## config.mk

```make
export PLATFORM = sky130hd
export DESIGN_NAME = delimited_frame_deframer
export DESIGN_NICKNAME = d
export VERILOG_FILES = /design/src/rtl/dfd_pkg.sv /design/src/rtl/delimited_frame_deframer.sv /design/src/rtl/dfd_ctrl.sv /design/src/rtl/dfd_datapath.sv
export SDC_FILE = /design/constraint.sdc
export NUM_CORES = 1
export LEC_CHECK = 0
export ABC_AREA = 1
export BUFFER_PORTS_ARGS = -buffer_cell sky130_fd_sc_hd__buf_2
export CORE_AREA = 2 2 238 334
export DETAILED_ROUTE_END_ITERATION = 10
export DIE_AREA = 0 0 240 336
export HOLD_SLACK_MARGIN = 0.05
export SYNTH_ARGS = -nofsm -noshare
export SYNTH_HDL_FRONTEND = slang
export SYNTH_HIERARCHICAL = 1
export SYNTH_SLANG_ARGS = --single-unit
```

## constraint.sdc

```tcl
create_clock -name clock -period 7.85 [get_ports clock]
set_input_delay 0.785 -clock clock [delete_from_list [all_inputs] [get_ports clock]]
set_output_delay 0.785 -clock clock [all_outputs]
set_load 0.1 [all_outputs]
```

## src/rtl/dfd_pkg.sv

```systemverilog
`timescale 1ns / 1ps
package dfd_pkg;

   localparam int FRAME_LEN   = 64;
   localparam int STORE_DEPTH = FRAME_LEN - 1;
   localparam int CNT_W       = $clog2(STORE_DEPTH + 1);
   localparam int ADDR_W      = $clog2(STORE_DEPTH);
   localparam int BYTE_W      = 8;
   localparam int DROP_W      = 32;
   localparam int CSR_IDX_W   = 2;

   localparam logic [CSR_IDX_W-1:0] REG_START  = 2'd0;
   localparam logic [CSR_IDX_W-1:0] REG_END    = 2'd1;
   localparam logic [CSR_IDX_W-1:0] REG_FILLER = 2'd2;

   localparam logic [BYTE_W-1:0] START_RESET  = 8'd1;
   localparam logic [BYTE_W-1:0] END_RESET    = 8'd2;
   localparam logic [BYTE_W-1:0] FILLER_RESET = 8'd0;

   typedef struct packed {
      logic accept;
      logic drain_start;
      logic rd_issue;
      logic out_load;
   } dfd_cmd_type;

   typedef struct packed {
      logic drain_req;
      logic rd_done;
      logic pend_valid;
      logic out_space;
   } dfd_status_type;

endpackage

```

## src/rtl/delimited_frame_deframer.sv

```systemverilog
// datapath: payload bytes go from the store via the read stage to the output register
// throughput: one link word per cycle while a frame is received; an end byte with
//   stored bytes holds the input while the single store read port drains
//   the frame at one byte per cycle (longer under output stall)
// reset: synchronous, active high; delimiters return to 1/2/0, frame state and drop
//   count clear, the payload store is not cleared
`timescale 1ns / 1ps
module delimited_frame_deframer (
   input  logic                          clock,
   input  logic                          reset,
   input  logic                          csr_we,
   input  logic [dfd_pkg::CSR_IDX_W-1:0] csr_index,
   input  logic [dfd_pkg::BYTE_W-1:0]    csr_wdata,
   input  logic                          req_valid,
   output logic                          req_stall,
   input  logic [dfd_pkg::BYTE_W-1:0]    req_data_byte,
   output logic                          rsp_valid,
   input  logic                          rsp_stall,
   output logic [dfd_pkg::BYTE_W-1:0]    rsp_payload_byte,
   output logic                          rsp_last_of_frame,
   output logic [dfd_pkg::DROP_W-1:0]    rsp_drop_count
);

   dfd_pkg::dfd_cmd_type    cmd;
   dfd_pkg::dfd_status_type status;

   dfd_ctrl u_ctrl (
      .clock     (clock),
      .reset     (reset),
      .req_valid (req_valid),
      .req_stall (req_stall),
      .status    (status),
      .cmd       (cmd)
   );

   dfd_datapath u_datapath (
      .clock             (clock),
      .reset             (reset),
      .csr_we            (csr_we),
      .csr_index         (csr_index),
      .csr_wdata         (csr_wdata),
      .req_data_byte     (req_data_byte),
      .rsp_stall         (rsp_stall),
      .rsp_valid         (rsp_valid),
      .rsp_payload_byte  (rsp_payload_byte),
      .rsp_last_of_frame (rsp_last_of_frame),
      .rsp_drop_count    (rsp_drop_count),
      .cmd               (cmd),
      .status            (status)
   );

   // read stage is empty whenever input words are taken
   a_pend_empty_on_accept: assert property (@(posedge clock) disable iff (reset)
      !req_stall |-> !status.pend_valid)
      else $error("read stage busy while taking input");

   // a read never overruns a full read stage
   a_no_overrun: assert property (@(posedge clock) disable iff (reset)
      cmd.rd_issue |-> (!status.pend_valid || status.out_space))
      else $error("store read overruns pending word");

   // a frame in flight keeps the input closed until its last word is out
   a_frame_blocks_input: assert property (@(posedge clock) disable iff (reset)
      (rsp_valid && !rsp_last_of_frame) |-> req_stall)
      else $error("input open mid frame");

   // a drain starts on a taken word and then holds the input
   a_drain_on_accept: assert property (@(posedge clock) disable iff (reset)
      cmd.drain_start |=> req_stall)
      else $error("drain started without holding input");

endmodule

```

## src/rtl/dfd_ctrl.sv

```systemverilog
`timescale 1ns / 1ps
module dfd_ctrl (
   input  logic                    clock,
   input  logic                    reset,
   input  logic                    req_valid,
   output logic                    req_stall,
   input  dfd_pkg::dfd_status_type status,
   output dfd_pkg::dfd_cmd_type    cmd
);

   typedef enum logic [1:0] {
      ST_IDLE  = 2'b01,
      ST_DRAIN = 2'b10
   } state_type;

   state_type state_ff;
   state_type state_in;

   always_comb begin
      state_in        = state_ff;
      req_stall       = 1'b1;
      cmd.accept      = 1'b0;
      cmd.drain_start = 1'b0;
      cmd.rd_issue    = 1'b0;
      cmd.out_load    = status.pend_valid && status.out_space;
      case (state_ff)
         ST_IDLE: begin
            req_stall  = 1'b0;
            cmd.accept = req_valid;
            if (req_valid && status.drain_req) begin
               cmd.drain_start = 1'b1;
               state_in        = ST_DRAIN;
            end
         end
         ST_DRAIN: begin
            cmd.rd_issue = !status.rd_done && (!status.pend_valid || status.out_space);
            if (status.rd_done && (!status.pend_valid || status.out_space)) begin
               state_in = ST_IDLE;
            end
         end
         default: begin
            state_in = ST_IDLE;
         end
      endcase
   end

   always_ff @(posedge clock) begin
      if (reset) begin
         state_ff <= ST_IDLE;
      end else begin
         state_ff <= state_in;
      end
   end

endmodule

```

## src/rtl/dfd_datapath.sv

```systemverilog
`timescale 1ns / 1ps
module dfd_datapath (
   input  logic                               clock,
   input  logic                               reset,
   input  logic                               csr_we,
   input  logic [dfd_pkg::CSR_IDX_W-1:0]      csr_index,
   input  logic [dfd_pkg::BYTE_W-1:0]         csr_wdata,
   input  logic [dfd_pkg::BYTE_W-1:0]         req_data_byte,
   input  logic                               rsp_stall,
   output logic                               rsp_valid,
   output logic [dfd_pkg::BYTE_W-1:0]         rsp_payload_byte,
   output logic                               rsp_last_of_frame,
   output logic [dfd_pkg::DROP_W-1:0]         rsp_drop_count,
   input  dfd_pkg::dfd_cmd_type               cmd,
   output dfd_pkg::dfd_status_type            status
);

   logic [dfd_pkg::BYTE_W-1:0] start_ff;
   logic [dfd_pkg::BYTE_W-1:0] end_ff;
   logic [dfd_pkg::BYTE_W-1:0] filler_ff;

   logic                       in_frame_ff, in_frame_in;
   logic [dfd_pkg::CNT_W-1:0]  count_ff, count_in;
   logic [dfd_pkg::DROP_W-1:0] lost_ff, lost_in;
   logic                       mem_we;

   logic [dfd_pkg::BYTE_W-1:0] mem [dfd_pkg::STORE_DEPTH];

   logic [dfd_pkg::CNT_W-1:0]  drain_len_ff;
   logic [dfd_pkg::CNT_W-1:0]  rd_cnt_ff;
   logic [dfd_pkg::CNT_W-1:0]  rd_next;

   logic [dfd_pkg::BYTE_W-1:0] mem_q_ff;
   logic                       pend_valid_ff;
   logic                       pend_last_ff;
   logic [dfd_pkg::DROP_W-1:0] pend_drop_ff;

   logic                       out_valid_ff;
   logic [dfd_pkg::BYTE_W-1:0] out_byte_ff;
   logic                       out_last_ff;
   logic [dfd_pkg::DROP_W-1:0] out_drop_ff;

   logic is_start, is_end, is_filler, is_full;

   // config registers
   always_ff @(posedge clock) begin
      if (reset) begin
         start_ff  <= dfd_pkg::START_RESET;
         end_ff    <= dfd_pkg::END_RESET;
         filler_ff <= dfd_pkg::FILLER_RESET;
      end else if (csr_we) begin
         case (csr_index)
            dfd_pkg::REG_START:  start_ff  <= csr_wdata;
            dfd_pkg::REG_END:    end_ff    <= csr_wdata;
            dfd_pkg::REG_FILLER: filler_ff <= csr_wdata;
            default: begin
            end
         endcase
      end
   end

   // word classification
   assign is_start  = (req_data_byte == start_ff);
   assign is_end    = (req_data_byte == end_ff);
   assign is_filler = (req_data_byte == filler_ff);
   assign is_full   = (count_ff == dfd_pkg::CNT_W'(dfd_pkg::STORE_DEPTH));

   always_comb begin
      in_frame_in = in_frame_ff;
      count_in    = count_ff;
      lost_in     = lost_ff;
      mem_we      = 1'b0;
      if (cmd.accept) begin
         if (is_start) begin
            if (in_frame_ff && (count_ff != '0)) begin
               lost_in = lost_ff + dfd_pkg::DROP_W'(1);
            end
            in_frame_in = 1'b1;
            count_in    = '0;
         end else if (!in_frame_ff) begin
            in_frame_in = 1'b0;
         end else if (is_end) begin
            in_frame_in = 1'b0;
            count_in    = '0;
         end else if (is_filler) begin
            in_frame_in = 1'b1;
         end else if (is_full) begin
            lost_in     = lost_ff + dfd_pkg::DROP_W'(1);
            in_frame_in = 1'b0;
            count_in    = '0;
         end else begin
            mem_we   = 1'b1;
            count_in = count_ff + dfd_pkg::CNT_W'(1);
         end
      end
   end

   always_ff @(posedge clock) begin
      if (reset) begin
         in_frame_ff <= 1'b0;
         count_ff    <= '0;
         lost_ff     <= '0;
      end else begin
         in_frame_ff <= in_frame_in;
         count_ff    <= count_in;
         lost_ff     <= lost_in;
      end
   end

   // payload store
   always_ff @(posedge clock) begin
      if (mem_we) begin
         mem[count_ff[dfd_pkg::ADDR_W-1:0]] <= req_data_byte;
      end
      if (cmd.rd_issue) begin
         mem_q_ff <= mem[rd_cnt_ff[dfd_pkg::ADDR_W-1:0]];
      end
   end

   // drain address counter
   assign rd_next = rd_cnt_ff + dfd_pkg::CNT_W'(1);

   always_ff @(posedge clock) begin
      if (reset) begin
         rd_cnt_ff    <= '0;
         drain_len_ff <= '0;
      end else if (cmd.drain_start) begin
         rd_cnt_ff    <= '0;
         drain_len_ff <= count_ff;
      end else if (cmd.rd_issue) begin
         rd_cnt_ff <= rd_next;
      end
   end

   // read stage
   always_ff @(posedge clock) begin
      if (reset) begin
         pend_valid_ff <= 1'b0;
      end else if (cmd.rd_issue) begin
         pend_valid_ff <= 1'b1;
      end else if (cmd.out_load) begin
         pend_valid_ff <= 1'b0;
      end
   end

   always_ff @(posedge clock) begin
      if (cmd.rd_issue) begin
         pend_last_ff <= (rd_next == drain_len_ff);
         pend_drop_ff <= lost_ff;
      end
   end

   // output register
   always_ff @(posedge clock) begin
      if (reset) begin
         out_valid_ff <= 1'b0;
      end else if (cmd.out_load) begin
         out_valid_ff <= 1'b1;
      end else if (!rsp_stall) begin
         out_valid_ff <= 1'b0;
      end
   end

   always_ff @(posedge clock) begin
      if (cmd.out_load) begin
         out_byte_ff <= mem_q_ff;
         out_last_ff <= pend_last_ff;
         out_drop_ff <= pend_drop_ff;
      end
   end

   assign status.drain_req  = !is_start && in_frame_ff && is_end && (count_ff != '0);
   assign status.rd_done    = (rd_cnt_ff == drain_len_ff);
   assign status.pend_valid = pend_valid_ff;
   assign status.out_space  = !out_valid_ff || !rsp_stall;

   assign rsp_valid         = out_valid_ff;
   assign rsp_payload_byte  = out_byte_ff;
   assign rsp_last_of_frame = out_last_ff;
   assign rsp_drop_count    = out_drop_ff;

endmodule
```

# --- Word-level counts from Yosys, hierarchy flattened ---
# Memories as Yosys holds them, arrays and structs flattened. A register that Yosys moved wholly into a read port is not among the register bits.
# Cells that the tools add are included.
word_totals:
  regBits: 153
  latchBits: 0
  ram_bits: 504
  rom_bits: 0
  in_bits: 23
  out_inout_bits: 43
  wordCells: 98
  n_memories: 1
memory_table:
  columns: ["name", "words", "width", "read_ports", "rd_clocked_by_memory_dff", "wr", "line", "source"]
  rows:
  - ["u_datapath.mem", 63, 8, 1, 1, 1, "dfd_datapath.sv:27", "logic [dfd_pkg::BYTE_W-1:0] mem [dfd_pkg::STORE_DEPTH];"]
op_classes:
  n_addsub: 3
  multipliers: 0
  div_mod_pow: 0
  magnitude_cmp: 0
  eq_ne: 17
  shifts: 0
  muxes: 34
  bitwise: 0
  n_reduce_logical: 27
ops:
  columns: ["operator", "n"]
  rows:
  - ["32-bit two-way mux", 6]
  - ["32-bit by 1-bit adder with 32-bit output (second input constant)", 1]
  - ["6-bit two-way mux", 5]
  - ["8-bit == test", 3]
  - ["1-bit two-way mux", 19]
  - ["6-bit by 1-bit adder with 6-bit output (second input constant)", 2]
  - ["6-bit == test", 2]
  - ["2-bit by 1-bit inequality test with 1-bit output (second input constant)", 5]
  - ["1-bit logical AND", 8]
  - ["2-bit AND reduction", 4]
  - ["6-bit == test (second input constant)", 1]
  - ["2-bit two-way mux", 3]
  - ["6-bit AND reduction", 1]
  - ["2-bit nonzero test", 3]
  - ["6-bit nonzero test", 1]
  - ["1-bit zero test", 5]
  - ["2-bit by 1-bit == test with 1-bit output (second input constant)", 2]
  - ["2-bit == test (second input constant)", 2]
  - ["2-bit one-hot mux with 2 select lines", 1]
  - ["3-bit by 1-bit inequality test with 1-bit output (second input constant)", 1]
  - ["3-bit AND reduction", 1]
  - ["2-bit zero test", 1]
  - ["1-bit logical OR", 2]
  - ["2-bit inequality test (second input constant)", 1]
  - ["2-bit OR reduction", 1]

# --- Longest topological paths before layout ---
# Gate-level depths: netlist of the first run.
logic_depth:
  depth_word: 11
  depth_mapped: 13
  depth_no_buf: 13

# --- By module ---
# Netlist of the first run, hierarchy kept.
modules_own_cells:
  columns: ["module", "n_inst", "cells_each", "area_each_um2", "seq_area_each_um2"]
  rows:
  - ["dfd_datapath", 1, 2403, 26884.5, 19138.4]
  - ["dfd_ctrl", 1, 21, 118.9, 40.0]

# --- Worst setup path before layout of the first run ---
# OpenSTA, ideal clock, no wires.
synth_path:
  path_type: "reg-to-reg"
  startpoint: "register u_datapath/rd_cnt_ff[2] (netlist bit)"
  endpoint: "register u_datapath/rd_cnt_ff[3] (netlist bit)"
  setup_time_ns: 0.132
  arrival_ns: 4.093
  t_required_ns: 7.718
  slack_ns: 3.625
  stages_incl_launch_ff: 13
  path_buffers: 3
  period_less_slack_ns: 4.225
  path_cell_list: "dfxtp_1 > clkbuf_1 > clkbuf_1 > buf_1 > xnor2_1 > nand4_1 > nor3_1 > nor2_1 > inv_1 > nor2_1 > inv_1 > o21ai_0 > a21oi_1"
synth_rtl:
  columns: ["item", "line", "source"]
  rows:
  - ["from (decl)", "dfd_datapath.sv:30", "logic [dfd_pkg::CNT_W-1:0] rd_cnt_ff;"]
  - ["from (signal assigned)", "dfd_datapath.sv:131", "rd_cnt_ff <= rd_next;"]

# --- Worst setup path in the final report of the first run ---
layout_path:
  startpoint: "register u_datapath/rd_cnt_ff[0] (netlist bit)"
  endpoint: "register u_datapath/mem_q_ff[7] (netlist bit), read port of u_datapath.mem, data pin"
layout_between:
  elab_chain_cells: 4
layout_rtl:
  columns: ["item", "line", "source"]
  rows:
  - ["6-bit == test", "dfd_datapath.sv:173", "assign status.rd_done = (rd_cnt_ff == drain_len_ff);"]
  - ["1-bit zero test", "dfd_ctrl.sv:36", "cmd.rd_issue = !status.rd_done && (!status.pend_valid || status.out_space);"]
  - ["1-bit logical AND", "dfd_ctrl.sv:36", null]
  - ["1-bit two-way mux", "dfd_ctrl.sv:26", "case (state_ff)"]
  - ["to (decl)", "dfd_datapath.sv:33", "logic [dfd_pkg::BYTE_W-1:0] mem_q_ff;"]
# Several ways; a longest one is shown, not always the timed one.
# A chain may end at the register's enable or synchronous reset.

==> impl_metrics.json, run 1 <==
{
  "holdPathStages": 3,
  "avgViaCountPerCell": 5.20,
  "max_cap_violations": 0,
  "postSynthCellCount": 2424,
  "final_antenna_net_count": 0,
  "insertion_delay_ns": 0.64,
  "drive_gt1_share_pct": 7.96,
  "path_class": "flop to flop",
  "whs_endpoint": "u_datapath/end_ff[1]",
  "boundaryPins": 66,
  "die_h_um": 336,
  "placed_cell_area_sq_um": 28200,
  "min_path_type": "primary input to flop",
  "status": "complete, no violations",
  "hold_violations": 0,
  "final.setup_skew_ns": 0.0282,
  "routed_wl_mm": 73.0,
  "pre_cts_slack_ns": 4.20,
  "avgSynthCellArea_sq_um": 11.1,
  "hold_slack_ns": 0.410,
  "dp_cells": 3427,
  "cp.required_ns": 8.31,
  "gp_congestion": 0.904,
  "ys_seq_area_share_pct": 71.0,
  "slew_viol_final": 0,
  "cts_hold_buf": 0,
  "fin_area_sq_um": 30300,
  "clockRootBuffer": "clkbuf_16",
  "hold_start": "csr_wdata[1]",
  "crit_path_end_kind": "flop",
  "vias": 18400,
  "ys_warn_count": 6,
  "core_sq_um": 77500,
  "grt_pass1_wl_mm": 110,
  "cp_max_fo": 157,
  "power_density_nw_per_um2": 231,
  "nets": 2469,
  "fin_crit_sh_pct": 45.3,
  "drtIter0Drc": 1778,
  "ys_types": 31,
  "cts_made_buffers": 58,
  "p_leak_nw": 10.2,
  "async_reset_ff_share_pct": 0,
  "layoutNonFillerInstCount": 3533,
  "total_power_mw": 6.99,
  "clock_path_buffers": 3,
  "finalSetupTns_ns": 0,
  "synth_area_sq_um": 27000,
  "r2r_cells": 10,
  "synth_top_flop_cell": "edfxtp_1",
  "grt_usage_pct": 18.1,
  "r2r_start": "u_datapath/rd_cnt_ff[0]",
  "area_growth_pct": 12.1,
  "synth_fp_nets": 2451,
  "cts.sinks": 665,
  "synth.most_common_cell": "edfxtp_1",
  "drcViolationCount": 0,
  "grt_pass1_vias": 18600,
  "cts_setup_buffers": 0,
  "finish.utilization_pct": 39.0,
  "worstMarginPinSlew_ns": 1.26,
  "htreeDepth": 2,
  "rrSetupSlack_ns": 4.29,
  "antenna_found_initial": 1,
  "crit_arrival_ns": 4.02,
  "n_antenna_cell": 0,
  "dr.pass1.iters": 7,
  "final.setup.worst_slack_ns": 4.29,
  "die_x_um": 240,
  "startpoint_type": "flop",
  "ys_top_cells_by_area": "edfxtp_1 65%, nand2_1 6.5%, dfxtp_1 5.9%, nor2_1 5.4%, o21ai_0 4.8%",
  "io_buffers": 65,
  "design.die.area_sq_um": 80600,
  "synth-seq-cells": 665,
  "clkSlewWorstSetupHoldPaths_ns": 0.06,
  "rows": 121,
  "cts_resized": 0,
  "synth_top_area_share_pct": 65.2,
  "r2r-end": "u_datapath/mem_q_ff[7]",
  "hpwl_mm": 45.2,
  "period_needed_ns": 3.56,
  "synthTopCellsByCount": "586 x edfxtp_1, 470 x nand2_1, 389 x nor2_1, 257 x o21ai_0, 167 x nand3_1",
  "ir_worst_vdd_mv": 0.167,
  "yosys.area.top_type": "edfxtp_1",
  "max_slew_margin_pct": 16.2,
  "wl_per_cell_um": 20.7,
  "grt_max_degree": 158,
  "initial_utilization_pct": 34.8,
  "finalSetupViolations": 0,
  "rsz0062_at_grt": "false",
  "cts_tree": "yes",
  "grt-ovfl-total": 0,
  "fmax_mhz": 281,
  "synth_edf_count": 586
}
[critical path, stage by stage (launching register included)]
cell,delay (ns)
dfxtp_4,0.53
inv_6,0.79
buf_4,0.78
o21ai_0,0.18
o22ai_1,0.30
nand2_1,0.09
nand2_1,0.12
nand2_1,0.06
nand3_1,0.13
nand3_1,0.12
nand2_1,0.20
[flip-flops by register name (all words and copies together) (netlist names)]
name and flops:
u_ctrl/state_ff 2, u_datapath/count_ff 6, u_datapath/drain_len_ff 6, u_datapath/end_ff 8
u_datapath/filler_ff 8, u_datapath/in_frame_ff 1, u_datapath/lost_ff 32, u_datapath/mem 504
u_datapath/mem_q_ff 8, u_datapath/pend_drop_ff 32, u_datapath/pend_last_ff 1, u_datapath/pend_valid_ff 1
u_datapath/rd_cnt_ff 6, u_datapath/rsp_drop_count 32, u_datapath/rsp_last_of_frame 1, u_datapath/rsp_payload_byte 8
u_datapath/rsp_valid 1, u_datapath/start_ff 8
[power breakdown]
group | total [mW] | switching [mW] | internal, mW | leakage, nW
clock | 3.02 | 1.27 | 1.75 | 0.981
combinational | 0.123 | 0.101 | 0.0226 | 3.41
sequential | 3.84 | 0.00374 | 3.84 | 5.76
total | 6.99 | 1.37 | 5.62 | 10.2
[layout by cell type (no fill, tap or decap), drive strengths merged, types with 13 or more instances in the layout]
cell and instances:
edfxtp 586, nand2 471, nor2 390, o21ai 257
nand3 167, inv 97, o22ai 95, buf 88
a21oi 87, dfxtp 79, clkbuf 73, clkinv 19
nor3 15, o211ai 13
[cell families (layout without fill, tap and decap cells)]
family	Yosys count	count (layout)	share of synthesized area (%)
xor gates and xnor gates	14	14	0.454
DFF	665	665	71.0
and+or+nand+nor	1057	1057	15.7
AOI/OAI and AO/OA	456	456	9.06
buffers and inverters	228	292	3.54
adders and majority gates	4	4	0.185
[final cells by class]
| type | instances | area (sq um) |
|---|---|---|
| fill | 7574 | 47300 |
| sequential | 665 | 19200 |
| multi-input combinational | 1531 | 6880 |
| clock buffer | 73 | 1580 |
| tap | 1045 | 1310 |
| timing repair buffer | 88 | 498 |
| clock inverter | 33 | 440 |
| inverter | 98 | 373 |
[how the worst max path moves through the flow]
stage                     slack (ns)                       to                    start
after floorplan                 3.62  u_datapath/rd_cnt_ff[3]  u_datapath/rd_cnt_ff[2]
after global placement          4.22     u_datapath/mem[6][4]         req_data_byte[0]
after detailed placement        4.20    u_datapath/mem[38][0]         req_data_byte[0]
after CTS                       4.35   u_datapath/mem_q_ff[4]  u_datapath/rd_cnt_ff[0]
after global routing            3.99  u_datapath/rd_cnt_ff[3]  u_datapath/rd_cnt_ff[0]
final                           4.29   u_datapath/mem_q_ff[7]  u_datapath/rd_cnt_ff[0]
[metal layers]
layer  part of all wire [%]  up-vias  GRT usage (%)
li1                       -     8533              -
met5                  0.018        -              0
met1                     38     8912           20.7
met4                    5.4        2           9.51
met2                     51      719           32.3
met3                    5.9      212           2.78
(Power assumes the default switching activity.)
==> run 2, diff against run 1 <==
Settings changed: ABC_AREA 1 to 0, CORE_AREA 2 2 238 334 to 2 2 234 329, DIE_AREA 0 0 240 336 to 0 0 236 331.
Clock period 7.85 ns to 2.9 ns, I/O delays scaled along.
==> impl_metrics.json, run 2 <==
{
  "status": "complete, no violations",
  "async_reset_ff_share_pct": 0,
  "hold_violations": 0,
  "nets": 1649,
  "wl_met3_mm": 3.61,
  "ir_worst_vdd_mv": 0.338,
  "vias": 13800,
  "ys_types": 54,
  "boundaryPins": 66,
  "power_density_nw_per_um2": 618,
  "top_layer": "met4",
  "total_power_mw": 19.1,
  "drtIter0Drc": 1241,
  "io_buffers": 65,
  "synth_fp_nets": 1438,
  "grt_max_degree": 71,
  "cts_resized": 0,
  "dr.pass1.iters": 7,
  "avgSynthCellArea_sq_um": 18.5,
  "synthTopCellsByCount": "586 x edfxtp_1, 149 x mux4_2, 114 x nor2_1, 79 x dfxtp_1, 51 x mux2i_1",
  "area_growth_pct": 18.3,
  "grt_pass1_vias": 14200,
  "ys_top_cells_by_area": "edfxtp_1 67%, mux4_2 13%, dfxtp_1 6.1%, mux2i_1 2.0%, nor2_1 1.6%",
  "wl_met2_mm": 32.6,
  "path_class": "flop to flop",
  "synth-seq-cells": 665,
  "grt_pass1_wl_mm": 94.3,
  "p_leak_nw": 9.67,
  "critPathLaunch": "u_datapath/start_ff[7]",
  "min_path_type": "primary input to flop",
  "mostFrequentLayoutCell": "edfxtp_1",
  "die_x_um": 236,
  "synth_area_sq_um": 26100,
  "max_cap_violations": 0,
  "htreeDepth": 3,
  "hold_slack_ns": 0.126,
  "synth.most_common_cell": "edfxtp_1",
  "slew_viol_final": 0,
  "antenna_found_initial": 8,
  "gp_congestion": 0.810,
  "ys_warn_count": 6,
  "rsz0062_at_grt": "false",
  "cp_max_fo": 9,
  "r2r-end": "u_datapath/rd_cnt_ff[0]",
  "die_h_um": 331,
  "final.setup_skew_ns": 0.0303,
  "yosys.area.top_type": "edfxtp_1",
  "initial_utilization_pct": 34.9,
  "final.setup.worst_slack_ns": 0.161,
  "mostFrequentLayoutCells": "586 x edfxtp_1, 149 x mux4_2, 142 x buf_4",
  "largest_register_ffs": 504,
  "core_sq_um": 74900,
  "cp.required_ns": 3.38,
  "cts.sinks": 665,
  "finalSetupViolations": 0,
  "placed_cell_area_sq_um": 28600,
  "synth_edf_count": 586,
  "pre_cts_slack_ns": -0.0705,
  "drive_gt1_share_pct": 28.8,
  "clock_path_buffers": 3,
  "crit_arrival_ns": 3.22,
  "clkSlewWorstSetupHoldPaths_ns": 0.06,
  "num-fill-cells": 6596,
  "routed_wl_mm": 64.0,
  "rrSetupSlack_ns": 0.16,
  "rows": 119,
  "fmax_mhz": 365,
  "design.die.area_sq_um": 78100,
  "postSynthCellCount": 1411,
  "fin_crit_sh_pct": 94.5,
  "hpwl_mm": 43.1,
  "grt-ovfl-total": 0,
  "fin_area_sq_um": 30900,
  "ys_seq_area_share_pct": 73.5,
  "cts_made_buffers": 68,
  "crit_path_end_kind": "flop",
  "wl_met1_mm": 25.4,
  "worstMarginPinSlew_ns": 0.975,
  "grt_usage_pct": 16.5,
  "finish.utilization_pct": 41.2,
  "drcViolationCount": 0,
  "startpoint_type": "flop",
  "synth_top_flop_cell": "edfxtp_1",
  "clockRootBuffer": "clkbuf_16",
  "endpoint": "u_datapath/rd_cnt_ff[0]",
  "max_slew_margin_pct": 34.7,
  "final_antenna_net_count": 0,
  "r2r_cells": 10,
  "avgViaCountPerCell": 5.22,
  "synth_top_area_share_pct": 67.4,
  "cts_tree": "yes",
  "period_needed_ns": 2.74,
  "r2r_start": "u_datapath/start_ff[7]",
  "wl_per_cell_um": 24.2,
  "insertion_delay_ns": 0.62
}
run 2: changes by cell type in the layout (fill, tap and decap cells not counted), moves of 78 or more:
| cell | delta |
|---|---|
| nand2_1 | -425 |
| nor2_1 | -274 |
| o21ai_0 | -244 |
| mux4_2 | +149 |
| nand3_1 | -146 |
| buf_4 | +119 |
| o22ai_1 | -95 |
| inv_1 | -78 |
run 2: power by group:
| part | internal (mW) | switching, mW | total (mW) |
|---|---|---|---|
| Sequential | 10.4 | 0.00858 | 10.4 |
| Combinational | 0.0744 | 0.220 | 0.294 |
| Clock | 4.78 | 3.60 | 8.38 |
| Total | 15.2 | 3.83 | 19.1 |
run 2: worst min path at each step:
stage	slack (ns)	endpoint	cells after the start	from
floorplan	0.39	u_datapath/mem[0][0]	0	req_data_byte[0]
CTS	0.10	u_datapath/start_ff[0]	3	reset
global placement	0.40	u_datapath/rsp_drop_count[1]	0	u_datapath/pend_drop_ff[1]
detailed placement	0.40	u_datapath/rsp_drop_count[16]	0	u_datapath/pend_drop_ff[16]
global route	0.13	u_datapath/end_ff[1]	3	reset
finish	0.13	u_datapath/end_ff[1]	3	reset
run 2: worst max-delay path: stages, from the launching register on:
cell	delay, ns
dfxtp_1	0.32
xor2_1	0.16
nor4_1	0.42
buf_4	0.19
and2_1	0.18
buf_4	0.19
and4b_1	0.25
nand2_1	0.12
nor2_4	0.09
or2_2	0.37
nor2_1	0.31
run 2: kinds of logic after synthesis:
| group | count (synthesis) | synth area share, % |
|---|---|---|
| adders and majority gates | 4 | 0.192 |
| DFF | 665 | 73.5 |
| buffers and inverters | 98 | 1.63 |
| and+or+nand+nor | 295 | 5.86 |
| xor gates and xnor gates | 36 | 1.21 |
| muxes | 200 | 14.8 |
| AOI/OAI and AO/OA | 113 | 2.82 |
run 2: layer usage:
metal	vias up	GRT usage [%]
met1	7102	19.9
met3	126	3.15
met2	477	28.7
met4	0	7.31
li1	6121	-
met5	-	0
run 2: what timing repair did:
action / CTS / global route
setup buffers: 0 / 0
hold buffers: 11 / 0
endpoints found under the setup margin: 0 / 0
hold endpoints to repair: 27 / 0
run 2: area by class of cell:
cell class / instances / area (sq um) / area share, %
Antenna cell: 1 / 2.50 / 0.00811
Clock buffer: 96 / 1930 / 6.26
Multi-Input combinational cell: 648 / 6540 / 21.2
Inverter: 8 / 30.0 / 0.0973
Tap cell: 968 / 1210 / 3.92
Timing Repair Buffer: 231 / 1760 / 5.71
Sequential cell: 665 / 19200 / 62.2
Clock inverter: 30 / 204 / 0.661
run 2: stage by stage:
stage	TNS, ns	cells
floorplan	-0.573	1411
global placement	-0.0267	2509
detailed placement	-0.0705	2509
CTS	0	2646
global route	0	2647
finish	0	2647
